File: src/rtl/drsq_pkg.sv
// Shared types and constants for the dual range sensor qualifier.
`default_nettype none

package drsq_pkg;

  localparam int unsigned NOW_BITS    = 32;
  localparam int unsigned SAMPLE_BITS = 16;
  localparam int unsigned MM_BITS     = 14;
  localparam int unsigned PERIOD_BITS = 16;
  localparam int unsigned THR_BITS    = 13;
  localparam int unsigned COUNT_BITS  = 32;
  localparam int unsigned CFG_ADDR_BITS = 2;
  localparam int unsigned CFG_DATA_BITS = 16;

  localparam logic [MM_BITS-1:0] NO_TARGET_CODE   = 14'd8190;
  localparam logic [MM_BITS-1:0] SENSOR_DOWN_CODE = 14'd9999;

  localparam logic [PERIOD_BITS-1:0] RETRY_PERIOD_RST  = 16'd5000;
  localparam logic [PERIOD_BITS-1:0] STALE_TIMEOUT_RST = 16'd1000;
  localparam logic [THR_BITS-1:0]    NEAR_THR_RST      = 13'd200;
  localparam logic [THR_BITS-1:0]    CLEAR_THR_RST     = 13'd300;

  typedef enum logic [CFG_ADDR_BITS-1:0] {
    REG_RETRY_PERIOD    = 2'd0,
    REG_STALE_TIMEOUT   = 2'd1,
    REG_NEAR_THRESHOLD  = 2'd2,
    REG_CLEAR_THRESHOLD = 2'd3
  } cfg_reg_t;

  typedef struct packed {
    logic [PERIOD_BITS-1:0] retry_period;
    logic [PERIOD_BITS-1:0] stale_timeout;
    logic [THR_BITS-1:0]    near_thr;
    logic [THR_BITS-1:0]    clear_thr;
  } cfg_t;

  typedef struct packed {
    logic               due;
    logic               up;
    logic [MM_BITS-1:0] mm;
  } side_status_t;

endpackage

`default_nettype wire

File: src/rtl/drsq_cfg_regs.sv
// Configuration register bank of the dual range sensor qualifier.
`default_nettype none

module drsq_cfg_regs
  import drsq_pkg::*;
(
  input  wire logic                     clk,
  input  wire logic                     rst_n,
  input  wire logic                     cfg_valid,
  output logic                          cfg_ready,
  input  wire logic [CFG_ADDR_BITS-1:0] cfg_addr,
  input  wire logic [CFG_DATA_BITS-1:0] cfg_data,
  output cfg_t                          cfg
);

  cfg_t cfg_r;

  assign cfg_ready = 1'b1;
  assign cfg       = cfg_r;

  always_ff @(posedge clk) begin
    if (!rst_n) begin
      cfg_r.retry_period  <= RETRY_PERIOD_RST;
      cfg_r.stale_timeout <= STALE_TIMEOUT_RST;
      cfg_r.near_thr      <= NEAR_THR_RST;
      cfg_r.clear_thr     <= CLEAR_THR_RST;
    end else if (cfg_valid) begin
      case (cfg_reg_t'(cfg_addr))
        REG_RETRY_PERIOD:    cfg_r.retry_period  <= cfg_data;
        REG_STALE_TIMEOUT:   cfg_r.stale_timeout <= cfg_data;
        REG_NEAR_THRESHOLD:  cfg_r.near_thr      <= cfg_data[THR_BITS-1:0];
        REG_CLEAR_THRESHOLD: cfg_r.clear_thr     <= cfg_data[THR_BITS-1:0];
        default: ;
      endcase
    end
  end

endmodule

`default_nettype wire

File: src/rtl/drsq_side.sv
// Per-side state and update logic: bring-up, sample clamp and staleness.
`default_nettype none

module drsq_side
  import drsq_pkg::*;
#(
  parameter int unsigned TIME_BITS = 32
) (
  input  wire logic                   clk,
  input  wire logic                   rst_n,
  input  wire cfg_t                   cfg,
  input  wire logic                   advance,
  input  wire logic                   action,
  input  wire logic                   fire,
  input  wire logic [TIME_BITS-1:0]   now,
  input  wire logic                   ready,
  input  wire logic [SAMPLE_BITS-1:0] sample,
  input  wire logic                   begin_ok,
  output side_status_t                status
);

  logic                 up_r, up_nxt;
  logic [MM_BITS-1:0]   mm_r, mm_nxt;
  logic [TIME_BITS-1:0] stime_r, stime_nxt;
  logic [TIME_BITS-1:0] rtime_r, rtime_nxt;

  logic                 up_b;
  logic [MM_BITS-1:0]   mm_b;
  logic [TIME_BITS-1:0] stime_b;
  logic [TIME_BITS-1:0] retry_elapsed;
  logic [TIME_BITS-1:0] stale_elapsed;
  logic [MM_BITS-1:0]   clamped;

  assign retry_elapsed = now - rtime_r;
  assign status.due    = !up_r &&
                         (retry_elapsed >= TIME_BITS'(cfg.retry_period));

  always_comb begin
    if (fire) begin
      up_b    = begin_ok;
      mm_b    = begin_ok ? NO_TARGET_CODE : SENSOR_DOWN_CODE;
      stime_b = now;
    end else begin
      up_b    = up_r;
      mm_b    = mm_r;
      stime_b = stime_r;
    end
  end

  assign stale_elapsed = now - stime_b;
  assign clamped = (sample >= SAMPLE_BITS'(NO_TARGET_CODE)) ? NO_TARGET_CODE
                                                           : MM_BITS'(sample);

  always_comb begin
    up_nxt    = up_b;
    mm_nxt    = mm_b;
    stime_nxt = stime_b;
    rtime_nxt = fire ? now : rtime_r;
    if (!action && up_b) begin
      if (ready) begin
        mm_nxt    = clamped;
        stime_nxt = now;
      end else if (stale_elapsed >= TIME_BITS'(cfg.stale_timeout)) begin
        up_nxt    = 1'b0;
        mm_nxt    = SENSOR_DOWN_CODE;
        rtime_nxt = now;
      end
    end
  end

  assign status.up = up_nxt;
  assign status.mm = mm_nxt;

  always_ff @(posedge clk) begin
    if (!rst_n) begin
      up_r    <= 1'b0;
      mm_r    <= SENSOR_DOWN_CODE;
      stime_r <= '0;
      rtime_r <= '0;
    end else if (advance) begin
      up_r    <= up_nxt;
      mm_r    <= mm_nxt;
      stime_r <= stime_nxt;
      rtime_r <= rtime_nxt;
    end
  end

endmodule

`default_nettype wire

File: src/rtl/dual_range_sensor_qualifier.sv
// Top level of the dual range sensor qualifier.
// Each input transaction on in_* is one update tick (in_tuser = 0) or a forced
// rescan (in_tuser = 1) with the current time, both ready flags and samples
// and the bring-up outcome of both sides. Every input transaction yields
// exactly one result transaction on out_*, in order.
// The item is captured in an input register; once the output register is free
// or being drained, the side state, obstacle flag and bring-up counter update
// in one combinational pass and the result is loaded into the output register,
// which drives out_tvalid. One item is accepted every cycle while the output
// is drained.
// When the receiver holds out_tready low the output register holds its
// result, the input register holds one further item and in_tready drops.
// Configuration writes on cfg_* are always accepted (cfg_ready is high); the user
// must make them only while no item is in flight, which the block does not enforce.
// Synchronous reset (rst_n low) empties both registers, marks both sides
// unavailable (9999), clears the obstacle flag and the bring-up counter and
// loads the default periods and thresholds.
`default_nettype none

module dual_range_sensor_qualifier
  import drsq_pkg::*;
#(
  parameter int unsigned TIME_BITS = 32
) (
  input  wire logic                     clk,
  input  wire logic                     rst_n,
  // configuration write channel
  input  wire logic                     cfg_valid,
  output logic                          cfg_ready,
  input  wire logic [CFG_ADDR_BITS-1:0] cfg_addr,
  input  wire logic [CFG_DATA_BITS-1:0] cfg_data,
  // input channel
  input  wire logic                     in_tvalid,
  output logic                          in_tready,
  // now_ms[31:0], left_ready[32], left_sample[48:33], right_ready[49],
  // right_sample[65:50], left_begin_ok[66], right_begin_ok[67], zero[71:68]
  input  wire logic [71:0]              in_tdata,
  // action[0]
  input  wire logic                     in_tuser,
  // result channel
  output logic                          out_tvalid,
  input  wire logic                     out_tready,
  // left_distance[13:0], right_distance[27:14], left_valid[28],
  // right_valid[29], obstacle[30], bringup_fired[31], bringup_total[63:32]
  output logic [63:0]                   out_tdata
);

  cfg_t cfg;

  logic        in_valid_r;
  logic [67:0] in_data_r;
  logic        in_action_r;
  logic        advance;

  logic        out_valid_r;
  logic [63:0] out_data_r;

  logic                  obstacle_r, obstacle_nxt;
  logic [COUNT_BITS-1:0] count_r, count_nxt;

  logic                   fire;
  logic [TIME_BITS-1:0]   now;
  side_status_t           left_st, right_st;
  logic                   any_close, all_clear;

  drsq_cfg_regs u_cfg (
    .clk       (clk),
    .rst_n     (rst_n),
    .cfg_valid (cfg_valid),
    .cfg_ready (cfg_ready),
    .cfg_addr  (cfg_addr),
    .cfg_data  (cfg_data),
    .cfg       (cfg)
  );

  assign advance   = in_valid_r && (!out_valid_r || out_tready);
  assign in_tready = !in_valid_r || advance;

  always_ff @(posedge clk) begin
    if (!rst_n) begin
      in_valid_r <= 1'b0;
    end else if (in_tready) begin
      in_valid_r <= in_tvalid;
    end
  end

  always_ff @(posedge clk) begin
    if (in_tready && in_tvalid) begin
      in_data_r   <= in_tdata[67:0];
      in_action_r <= in_tuser;
    end
  end

  assign now  = TIME_BITS'(in_data_r[NOW_BITS-1:0]);
  assign fire = in_action_r || left_st.due || right_st.due;

  drsq_side #(.TIME_BITS(TIME_BITS)) u_left (
    .clk      (clk),
    .rst_n    (rst_n),
    .cfg      (cfg),
    .advance  (advance),
    .action   (in_action_r),
    .fire     (fire),
    .now      (now),
    .ready    (in_data_r[32]),
    .sample   (in_data_r[48:33]),
    .begin_ok (in_data_r[66]),
    .status   (left_st)
  );

  drsq_side #(.TIME_BITS(TIME_BITS)) u_right (
    .clk      (clk),
    .rst_n    (rst_n),
    .cfg      (cfg),
    .advance  (advance),
    .action   (in_action_r),
    .fire     (fire),
    .now      (now),
    .ready    (in_data_r[49]),
    .sample   (in_data_r[65:50]),
    .begin_ok (in_data_r[67]),
    .status   (right_st)
  );

  assign any_close = (left_st.up  && (left_st.mm  < MM_BITS'(cfg.near_thr))) ||
                     (right_st.up && (right_st.mm < MM_BITS'(cfg.near_thr)));
  assign all_clear = (!left_st.up  || (left_st.mm  > MM_BITS'(cfg.clear_thr))) &&
                     (!right_st.up || (right_st.mm > MM_BITS'(cfg.clear_thr)));

  always_comb begin
    obstacle_nxt = obstacle_r;
    if (!in_action_r) begin
      if (any_close) begin
        obstacle_nxt = 1'b1;
      end else if (all_clear) begin
        obstacle_nxt = 1'b0;
      end
    end
  end

  assign count_nxt = fire ? count_r + COUNT_BITS'(1) : count_r;

  always_ff @(posedge clk) begin
    if (!rst_n) begin
      obstacle_r  <= 1'b0;
      count_r     <= '0;
      out_valid_r <= 1'b0;
    end else begin
      if (advance) begin
        obstacle_r <= obstacle_nxt;
        count_r    <= count_nxt;
      end
      if (advance) begin
        out_valid_r <= 1'b1;
      end else if (out_tready) begin
        out_valid_r <= 1'b0;
      end
    end
  end

  always_ff @(posedge clk) begin
    if (advance) begin
      out_data_r <= {count_nxt, fire, obstacle_nxt, right_st.up, left_st.up,
                     right_st.mm, left_st.mm};
    end
  end

  assign out_tvalid = out_valid_r;
  assign out_tdata  = out_data_r;

`ifndef SYNTHESIS
  a_count_step: assert property (@(posedge clk) disable iff (!rst_n)
    advance && fire |=> count_r == $past(count_r) + COUNT_BITS'(1))
    else $error("bring-up counter did not advance on a bring-up pass");

  a_left_down_code: assert property (@(posedge clk) disable iff (!rst_n)
    out_valid_r && !out_data_r[28] |-> out_data_r[13:0] == SENSOR_DOWN_CODE)
    else $error("left side down without unavailable code");

  a_right_up_range: assert property (@(posedge clk) disable iff (!rst_n)
    out_valid_r && out_data_r[29] |-> out_data_r[27:14] <= NO_TARGET_CODE)
    else $error("right side up with distance beyond out-of-range code");

  a_fired_count: assert property (@(posedge clk) disable iff (!rst_n)
    advance && !fire |=> count_r == $past(count_r))
    else $error("bring-up counter moved without a bring-up pass");
`endif

endmodule

`default_nettype wire
File: config.mk
export PLATFORM = sky130hd
export DESIGN_NAME = dual_range_sensor_qualifier
export DESIGN_NICKNAME = d
export VERILOG_FILES = /design/src/rtl/drsq_pkg.sv /design/src/rtl/drsq_cfg_regs.sv /design/src/rtl/drsq_side.sv /design/src/rtl/dual_range_sensor_qualifier.sv
export SDC_FILE = /design/constraint.sdc
export NUM_CORES = 1
export LEC_CHECK = 0
export ABC_AREA = 1
export BUFFER_PORTS_ARGS = -buffer_cell sky130_fd_sc_hd__buf_4
export CORE_MARGIN = 8
export CORE_UTILIZATION = 61
export CTS_CLUSTER_DIAMETER = 80
export CTS_CLUSTER_SIZE = 25
export DETAILED_ROUTE_END_ITERATION = 8
export PLACE_DENSITY = 0.8
export SYNTH_ARGS = -nofsm -noshare
export SYNTH_HDL_FRONTEND = slang
export SYNTH_SLANG_ARGS = --single-unit
File: constraint.sdc
create_clock -name clk -period 10.2 [get_ports clk]
set_input_delay 1.53 -clock clk [delete_from_list [all_inputs] [get_ports clk]]
set_output_delay 1.53 -clock clk [all_outputs]
set_load 0.005 [all_outputs]
==> results of run 1 <==
Yosys cell counts (7+ instances only):
master	number	area share [%]
a31oi_1	8	0.19
nand3b_1	9	0.26
ha_1	243	11
nor2_1	276	3.9
edfxtp_1	133	15
a21oi_1	380	7.2
xnor2_1	27	0.89
a211oi_1	12	0.34
clkbuf_1	95	1.3
nor3_1	51	0.96
nand3_1	122	2.3
dfxtp_1	251	19
inv_1	578	8.2
o21ai_0	235	4.4
a21o_1	15	0.43
nand4_1	45	1.1
o211ai_1	80	2.3
a221oi_1	7	0.23
xor2_1	81	2.7
nand2_1	1050	15
o21bai_1	11	0.31
nand2_2	7	0.17
inv_2	7	0.099
final timing paths:
path,endpoint,slack [ns],cells after the start,start
worst max register to register,obstacle_r,0.53,66,in_data_r[0]
worst min register to register,u_right.rtime_r[30],0.46,2,u_right.rtime_r[30]
worst max-delay path,obstacle_r,0.53,66,in_data_r[0]
worst min-delay path,u_right.rtime_r[30],0.46,2,u_right.rtime_r[30]
power groups by stage:
stage               sequential [mW]  combinational (mW)  clock [mW]
floorplan                      1.76               0.823           0
global placement               1.76                1.14           0
detailed placement             1.76                1.17           0
CTS                            1.73                1.18        1.21
global route                   1.74                1.36        1.26
finish                         1.73                1.20        1.19
repair_timing:
action / CTS / global route
setup endpoints to repair: 2 / 2
gates resized for setup: 1 / 33
buffers inserted: 0 / 3
pin swaps: 0 / 3
stage by stage:
stage                     setup WS [ns]  utilization (%)  std cells  power [mW]  hold WS, ns
final                             0.526             69.3       4570        4.13        0.459
after global routing             -0.144             69.3       4570        4.36        0.473
after CTS                         0.116             68.9       4567        4.11        0.460
after detailed placement         0.0507             66.7       4519        2.93        0.449
after global placement            0.187             66.7       4519        2.90        0.443
after floorplan                    1.27                -       3799        2.58        0.433
tightest hold or removal path: cells and delay by family, from the launching register on:
kind            cells  cell delay (ns)
buf+inv             1             0.06
flops               1             0.31
compound gates      1             0.05
routing by layer:
layer | track usage (%) | up-vias | wire [microns]
met5 | 0 | - | 0
met4 | 12.4 | 0 | 3570
met3 | 3.33 | 188 | 5250
met2 | 52.5 | 936 | 37200
met1 | 36.7 | 11592 | 31900
li1 | - | 12767 | -
layout make-up:
| class | count | area (sq um) |
|---|---|---|
| Timing Repair Buffer | 246 | 1890 |
| Clock inverter | 21 | 290 |
| Inverter | 587 | 2210 |
| Tap cell | 585 | 732 |
| Fill cell | 3860 | 13200 |
| Clock buffer | 27 | 664 |
| Sequential cell | 384 | 9020 |
| Multi-Input combinational cell | 2720 | 15000 |
state kept, by name (all words and copies together) (netlist names):
signal / count
u_left.up_r: 1
out_tvalid: 1
out_tdata: 64
u_right.stime_r: 32
u_cfg.cfg: 58
in_data_r: 68
u_left.stime_r: 32
u_right.up_r: 1
in_valid_r: 1
u_right.rtime_r: 32
u_left.mm_r: 14
u_right.mm_r: 14
count_r: 32
in_action_r: 1
obstacle_r: 1
u_left.rtime_r: 32
cell families (layout without fill, tap and decap cells):
group / after synthesis / count (layout) / share of synthesized area [%]
AO/OA/AOI/OAI: 778 / 778 / 16.4
XOR/XNOR: 108 / 108 / 3.57
adder cells (fa/ha/maj): 247 / 247 / 11.8
buffers and inverters: 695 / 881 / 9.94
flip-flops: 384 / 384 / 34.0
other: 1 / 1 / 0.0142
AND/OR/NAND/NOR: 1586 / 1586 / 24.3
==> qor.txt, run 1 <==
Status: finished, final reports clean
# rows: 76
Critical Path Sink Type: register
Clk_lat worst skew: 0.60 ns
Clock-pin slew of the registers on the worst-case setup and hold paths: 0.09 ns
Tot GR Track Use: 29.8%
Worst endpoint required time: 10.74 ns
Die Wd: 224 microns
Syn Inst Count: 3799
Io pins: 163
Post-Place Cell Area: 28700 sq um
Cell Int Power: 2.69 mW
# diodes: 0
Seq/Total Area, Yosys: 34.0%
Mapped Area: 26500 sq um
P&R area growth vs syn: 12.4%
Initial core utilization: 61.6%
Drt initial violations: 1973
CTS tree: done
Number of remaining DRC errors: 0
Share of cells above drive strength 1: 8.83%
Drt pass-1 iters: 5
Most common cell after layout, fill and taps aside: nand2_1
Post-synth top flop: dfxtp_1
Max-Cap Viols: 0
TritonCTS Buffers: 26
Worst Path Arrival: 10.21 ns
Vias in the first global route: 23530
Clk network pwr share: 28.9%
Crit-path max cell delay: 0.43 ns
Initial antenna violation count: 0
Syn_nets: 4142
FFs w/ async S/R, synth: 0%
CP max FO: 8
Yosys reg bits: 384
Worst path bufs/invs: 8
Setup Viol. Count Final: 0
Synth warnings: 0
Crit path max-delay family: simple AND/OR/NAND/NOR gates
Final WL: 77.9 mm
LEAKAGE: 14.3 nW
RD Place Congestion: 0.981
Die height: 224 microns
Pin count of the biggest net entering global routing: 114
Core area: 43000 sq um
Total negative setup slack: 0 ns
Worst Max-Slew Pin Slew: 1.17 ns
Fin crit share: 94.8%
Clock Path Buffers: 3
Detail Placement HPWL: 59.6 mm
Setup CP Type: reg -> reg
# clock sinks: 384
Max IR drop VDD: 0.207 mV
Mean post-synth cell area: 6.97 sq um
CP most frequent cell: nand2_1
Slowest CP cell: edfxtp_1
Number of synthesized flops with an enable pin: 133
Sequential Power Share: 41.9%
Post-DR vias/cell: 5.58
Vias: 25483
Die ar.: 50300 sq um
Final nets: 4308
CP startpoint kind: register
Routed len/inst: 17.1 microns
Global-route wire length before repair: 122 mm
Design area: 29800 sq um
Cts hold-fix bufs: 0
Clock root cell: clkbuf_16
Switching Share: 34.8%
Library cells used by synthesis: 56
Final Skew: 0.0274 ns
NetSw: 1.43 mW
Port Buffer Count: 157
Commonest non-fill, non-tap cells in the layout: nand2_1, inv_1, a21oi_1
Overflow after GRT: 0
Slew Viols, Final: 0
Slew headroom: 21.7%
Period minus WS final: 9.67 ns
Detail Route Antenna Nets: 0
Hold Crit Class: reg -> reg
Power Density: 139 nW/um^2
H-tree Lvls: 1
Final hold violation count: 0
Max Fclk: 103 MHz
Gate power share: 29.2%
(Power assumes the default switching activity.)
==> run 2, diff against run 1 <==
--- a/config.mk
+++ b/config.mk
@@ -6,13 +6,13 @@
 export NUM_CORES = 1
 export LEC_CHECK = 0
 export ABC_AREA = 1
-export BUFFER_PORTS_ARGS = -buffer_cell sky130_fd_sc_hd__buf_4
+export BUFFER_PORTS_ARGS = -buffer_cell sky130_fd_sc_hd__buf_2
 export CORE_MARGIN = 8
-export CORE_UTILIZATION = 61
+export CORE_UTILIZATION = 50
 export CTS_CLUSTER_DIAMETER = 80
 export CTS_CLUSTER_SIZE = 25
 export DETAILED_ROUTE_END_ITERATION = 8
-export PLACE_DENSITY = 0.8
+export PLACE_DENSITY = 0.68
 export SYNTH_ARGS = -nofsm -noshare
 export SYNTH_HDL_FRONTEND = slang
 export SYNTH_SLANG_ARGS = --single-unit
==> run 2 against run 1 <==
  * Utilization decreased by 12 points
  * Highest routed layer unchanged
  * Wire length increased by 1.7%
  * Die area increased by 20%
  * Combinational power about the same
  * Cell area increased by 0.85%
==> qor.txt, run 2 (synthesis gave the netlist of run 1 again) <==
Gate power share: 29.5% (+0.3 points)
Die Wd: 246 microns (+9.7%)
Global-route wire length before repair: 123 mm (+1.3%)
# rows: 84 (+11%)
Pin count of the biggest net entering global routing: 105 (-7.9%)
Initial antenna violation count: 0 (unchanged)
Setup Viol. Count Final: 0 (unchanged)
NetSw: 1.46 mW (+2.1%)
Clock root cell: clkbuf_16
Fin crit share: 93.5% (-1.3 points)
Final nets: 4335 (+0.63%)
CP startpoint kind: register
Drt initial violations: 1616 (-18%)
Clk_lat worst skew: 0.61 ns (about the same)
Hold Crit Class: reg -> reg
Sequential Power Share: 41.9% (about the same)
Power Density: 138 nW/um^2 (-0.76%)
Worst path bufs/invs: 10 (+2)
Biggest register: in_data_r
Slew headroom: 34.7% (+13 points)
CTS tree: done
Routed len/inst: 16.9 microns (-1.2%)
Placed insts: 4622 (+2.3%)
Most common cell after layout, fill and taps aside: nand2_1
Critical Path Stages: 66 (unchanged)
Cell Int Power: 2.67 mW (-1.0%)
Clock-pin slew of the registers on the worst-case setup and hold paths: 0.09 ns (about the same)
Final WL: 79.2 mm (+1.7%)
LEAKAGE: 14.3 nW (about the same)
Vias: 24949 (-2.1%)
Slowest CP cell: edfxtp_1
Vias in the first global route: 23329 (-0.85%)
Worst endpoint required time: 10.68 ns (-0.06 ns)
Worst Path Arrival: 10.02 ns (-0.19 ns)
TritonCTS Buffers: 27 (+3.8%)
Final Non-Filler Cells: 4701 (+2.9%)
Initial core utilization: 50.5% (-11 points)
Max-Cap Viols: 0 (unchanged)
Crit-path max cell delay: 0.45 ns (+0.02 ns)
Status: finished, final reports clean
Setup CP Type: reg -> reg
Io pins: 163 (unchanged)
Switching Share: 35.5% (+0.70 points)
Clk network pwr share: 28.6% (-0.3 points)
Final Skew: 0.0349 ns (+0.00758 ns)
Port Buffer Count: 157 (unchanged)
Die height: 246 microns (+9.7%)
Final hold violation count: 0 (unchanged)
Detail Placement HPWL: 61.3 mm (+2.9%)
CP most frequent cell: nand2_1
Detail Route Antenna Nets: 0 (unchanged)
Period minus WS final: 9.54 ns (-0.134 ns)
H-tree Lvls: 1 (unchanged)
RD Place Congestion: 0.949 (-3.2%)
Overflow after GRT: 0 (unchanged)
R2r worst-path depth: 66 (unchanged)
Worst Hold Path Cells: 2 (unchanged)
Slew Viols, Final: 0 (unchanged)
Total negative setup slack: 0 ns (unchanged)
Max reg flops: 68 (unchanged)
Overall power: 4.13 mW (about the same)
Post-DR vias/cell: 5.31 (-4.8%)
# diodes: 0 (unchanged)
P&R area growth vs syn: 13.4%
Max IR drop VDD: 0.195 mV (-6.0%)
Worst Max-Slew Pin Slew: 0.980 ns (-0.195 ns)
Die ar.: 60600 sq um (+20%)
Drt pass-1 iters: 6 (+1)
Critical Path Sink Type: register
Tot GR Track Use: 25.1% (-4.6 points)
Core area: 52400 sq um (+22%)
Clock Path Buffers: 3 (unchanged)
# clock sinks: 384 (unchanged)
Number of remaining DRC errors: 0 (unchanged)
Max Fclk: 105 MHz (+1.4%)
Crit path max-delay family: simple AND/OR/NAND/NOR gates
CP max FO: 7 (-1)
Commonest non-fill, non-tap cells in the layout: nand2_1, inv_1, a21oi_1
Share of cells above drive strength 1: 10.6% (+1.8 points)
## run 2: cell types whose count changed in the layout (fill, tap and decap cells not counted), sizes merged
cell / previous run / this run
buf: 246 / 272
bufinv: 2 / 0
clkbuf: 27 / 29
clkinv: 7 / 12
clkinvlp: 3 / 2
inv: 596 / 594
## run 2: path summary, 6_finish.rpt
check	startpoint	end	slack, ns
setup / recovery	in_data_r[0]	obstacle_r	0.66
hold / removal	u_left.rtime_r[21]	u_left.rtime_r[21]	0.46
setup reg to reg	in_data_r[0]	obstacle_r	0.66
hold reg to reg	u_left.rtime_r[21]	u_left.rtime_r[21]	0.46
## run 2: what timing repair did
| action | in CTS | in global routing |
|---|---|---|
| endpoints found under the setup margin | 0 | 8 |
| gates resized for setup | 0 | 92 |
| hold buffers | 0 | 0 |
| hold endpoints to repair | 0 | 0 |
| setup buffers | 0 | 29 |
## run 2: final cells by class
type	count	area (sq um)
clock inverters	21	277
multi-input cells	2720	15300
fillers	5089	22400
flip-flops and latches	384	9020
clock buffers	29	683
inverters	587	2210
repair buffers	272	1680
well taps	688	861
## run 2: power by group through the flow
stage / combinational [mW] / clock (mW) / sequential [mW]
6_report: 1.22 / 1.18 / 1.73
5_1_grt: 1.38 / 1.26 / 1.74
4_1_cts: 1.16 / 1.21 / 1.73
3_5_place_dp: 1.16 / 0 / 1.77
3_3_place_gp: 1.15 / 0 / 1.76
2_1_floorplan: 0.823 / 0 / 1.76
## run 2: layer usage
metal	GRT usage [%]	wire length (microns)	vias to the layer above	part of all wire, %
li1	-	-	12842	-
met1	31.8	34400	11269	43
met2	43.7	37400	681	47
met3	2.52	4150	157	5.2
met4	9.91	3310	0	4.2
met5	0	0	-	0
## run 2: stage by stage
step	worst slack, ns	area, sq um	hold slack [ns]	util, %
6_report	0.661	30000	0.458	57.3
5_1_grt	-0.0430	30000	0.473	57.3
4_1_cts	0.141	29300	0.464	55.9
3_5_place_dp	0.196	28400	0.451	54.1
3_3_place_gp	0.282	28400	0.444	54.1
2_1_floorplan	1.27	26500	0.433	-
## run 2: worst min-delay path, stage by stage (launching register included)
cell and delay [ns]:
dfxtp_1 0.30, inv_1 0.06, a21oi_1 0.05
==> run 3, diff against run 2 <==
--- a/config.mk
+++ b/config.mk
@@ -6,7 +6,7 @@
 export NUM_CORES = 1
 export LEC_CHECK = 0
 export ABC_AREA = 1
-export BUFFER_PORTS_ARGS = -buffer_cell sky130_fd_sc_hd__buf_2
+export BUFFER_PORTS_ARGS = -buffer_cell sky130_fd_sc_hd__buf_4
 export CORE_MARGIN = 8
 export CORE_UTILIZATION = 50
 export CTS_CLUSTER_DIAMETER = 80
==> run 3 against run 2 <==
  * First-iteration DRC count up 2.0%
  * Worst setup slack better by 0.025 ns
  * Global-route usage up 0.24 points
  * Die area unchanged
  * Wire length down 0.54%
  * Register-to-register slack better by 0.02 ns
  * Clock-buffer cell count down 1
  * Via count about the same
  * Hold slack better by 0.0019 ns
  * Fmax up 0.26%
  * Flip-flop and latch count unchanged
  * Cell area down 0.39%
  * Largest cell class unchanged
  * Highest routed layer unchanged
==> qor.txt, run 3 (synthesis gave the netlist of run 1 again) <==
Total negative setup slack: 0 ns (unchanged)
Max IR drop VDD: 0.173 mV (-11%)
Worst endpoint required time: 10.71 ns (+0.03 ns)
Worst Hold Endpoint: u_left.rtime_r[24]
Final nets: 4309 (-0.60%)
Crit Reg-Reg Endpoint: obstacle_r
Fill cell count: 5150 (+1.2%)
Final Skew: 0.0177 ns (-0.0172 ns)
Worst reg2reg startpoint: in_data_r[0]
Global-route wire length before repair: 125 mm (+0.94%)
Power Density: 138 nW/um^2 (about the same)
Status: finished, final reports clean
LEAKAGE: 14.3 nW (+0.17%)
Setup CP Type: reg -> reg
H-tree Lvls: 1 (unchanged)
Crit-path max cell delay: 0.41 ns (-0.04 ns)
CP most frequent cell: nand2_1
Post-Place Cell Area: 28700 sq um (+1.3%)
Drt initial violations: 1649 (+2.0%)
Fin crit share: 93.3% (-0.24 points)
Max-Cap Viols: 0 (unchanged)
Max Fclk: 105 MHz (+0.26%)
Initial core utilization: 50.5% (unchanged)
CP max FO: 25 (+18)
Core area: 52400 sq um (unchanged)
Clk_lat worst skew: 0.60 ns (about the same)
Biggest register: in_data_r
R2r worst-path depth: 67 (+1.5%)
Worst Max-Slew Pin Slew: 1.02 ns (+0.0444 ns)
Detail Placement HPWL: 61.6 mm (+0.51%)
Die Wd: 246 microns (unchanged)
Vias: 24972 (+0.092%)
P&R area growth vs syn: 12.9%
Most common cell after layout, fill and taps aside: nand2_1
Design area: 29900 sq um (-0.39%)
Commonest non-fill, non-tap cells in the layout: nand2_1, inv_1, a21oi_1
Share of cells above drive strength 1: 8.98% (-1.6 points)
Die ar.: 60600 sq um (unchanged)
# diodes: 0 (unchanged)
Drt pass-1 iters: 5 (-1)
# clock sinks: 384 (unchanged)
Worst Hold Path Cells: 2 (unchanged)
Period minus WS final: 9.51 ns (-0.0249 ns)
Io pins: 163 (unchanged)
Critical Path Sink Type: register
Slew Viols, Final: 0 (unchanged)
CP startpoint kind: register
Final core area utilization: 57.0% (-0.22 points)
Number of remaining DRC errors: 0 (unchanged)
# rows: 84 (unchanged)
Final hold violation count: 0 (unchanged)
Reg2Reg Setup Slack: 0.69 ns (+0.02 ns)
Cts hold-fix bufs: 0 (unchanged)
TritonCTS Buffers: 27 (unchanged)
Switching Share: 35.4% (-0.10 points)
Clock root cell: clkbuf_16
Final WL: 78.8 mm (-0.54%)
Tot GR Track Use: 25.4% (+0.24 points)
Pin count of the biggest net entering global routing: 90 (-14%)
CTS tree: done
Vias in the first global route: 23633 (+1.3%)
Initial antenna violation count: 0 (unchanged)
Worst Path Arrival: 10.02 ns (about the same)
Detail Route Antenna Nets: 0 (unchanged)
Port Buffer Count: 157 (unchanged)
NetSw: 1.46 mW (-0.63%)
Clk network pwr share: 28.8% (+0.2 points)
Slowest CP cell: fa_1
Overflow after GRT: 0 (unchanged)
Hold Crit Class: reg -> reg
Hold path startpoint: u_left.rtime_r[24]
Setup Viol. Count Final: 0 (unchanged)
Post-DR vias/cell: 5.34 (+0.65%)
Die height: 246 microns (unchanged)
Cell Int Power: 2.66 mW (-0.17%)
Clock-pin slew of the registers on the worst-case setup and hold paths: 0.09 ns (about the same)
Sequential Power Share: 42.0% (about the same)
Routed len/inst: 16.9 microns (about the same)
Slew headroom: 31.7% (-3.0 points)
Clock Path Buffers: 3 (unchanged)
Max reg flops: 68 (unchanged)
Gate power share: 29.2% (-0.3 points)
RD Place Congestion: 0.969 (+2.0%)
run 3: worst max path at each step:
stage	start	depth (start not counted)	end	slack, ns
floorplan	in_data_r[1]	65	out_tdata[30]	1.27
global placement	in_data_r[11]	67	obstacle_r	0.19
detailed placement	in_data_r[0]	71	obstacle_r	0.1
CTS	in_data_r[0]	71	obstacle_r	0.05
global route	in_data_r[0]	70	obstacle_r	-0.05
finish	in_data_r[0]	67	obstacle_r	0.69
run 3: what timing repair did:
| action | CTS | global route |
|---|---|---|
| resized for setup | 0 | 42 |
| setup buffers | 0 | 8 |
| endpoints found under the setup margin | 0 | 2 |
| endpoints found under the hold margin | 0 | 0 |
run 3: critical path, delay by kind of cell (launching register included):
family                   cells  cell delay [ns]
buffers and inverters       12             1.42
flip-flops                   1             0.39
XOR/XNOR                     2             0.35
adder cells (fa/ha/maj)      6             1.78
AO/OA/AOI/OAI               13             2.10
AND/OR/NAND/NOR             34             3.34
run 3: final cells by class:
| cell class | instances | area (sq um) | share of cell area [%] |
|---|---|---|---|
| Inverter | 587 | 2210 | 7.39 |
| Clock inverter | 22 | 272 | 0.908 |
| Tap cell | 688 | 861 | 2.88 |
| Multi-Input combinational cell | 2720 | 15000 | 50.1 |
| Timing Repair Buffer | 246 | 1880 | 6.29 |
| Clock buffer | 28 | 679 | 2.27 |
| Sequential cell | 384 | 9020 | 30.1 |
run 3: power by group through the flow:
stage | Sequential (mW) | Combinational (mW) | Clock (mW)
finish | 1.73 | 1.20 | 1.19
global route | 1.74 | 1.37 | 1.27
CTS | 1.73 | 1.18 | 1.22
detailed placement | 1.76 | 1.17 | 0
global placement | 1.76 | 1.16 | 0
floorplan | 1.76 | 0.823 | 0
run 3: per-layer routing:
layer / vias up / wire (microns) / GRT usage [%]
li1: 12796 / - / -
met1: 11323 / 33400 / 31.8
met2: 710 / 37700 / 44.7
met3: 143 / 4600 / 2.64
met4: 0 / 3100 / 9.02
met5: - / 0 / 0
run 3: through the flow:
step                total power, mW  setup WS, ns  hold slack [ns]  std cells
floorplan                      2.58          1.27            0.433       3799
global placement               2.92         0.192            0.445       4617
detailed placement             2.93        0.0956            0.450       4617
CTS                            4.13        0.0461            0.463       4667
global route                   4.38       -0.0523            0.476       4675
finish                         4.12         0.685            0.460       4675
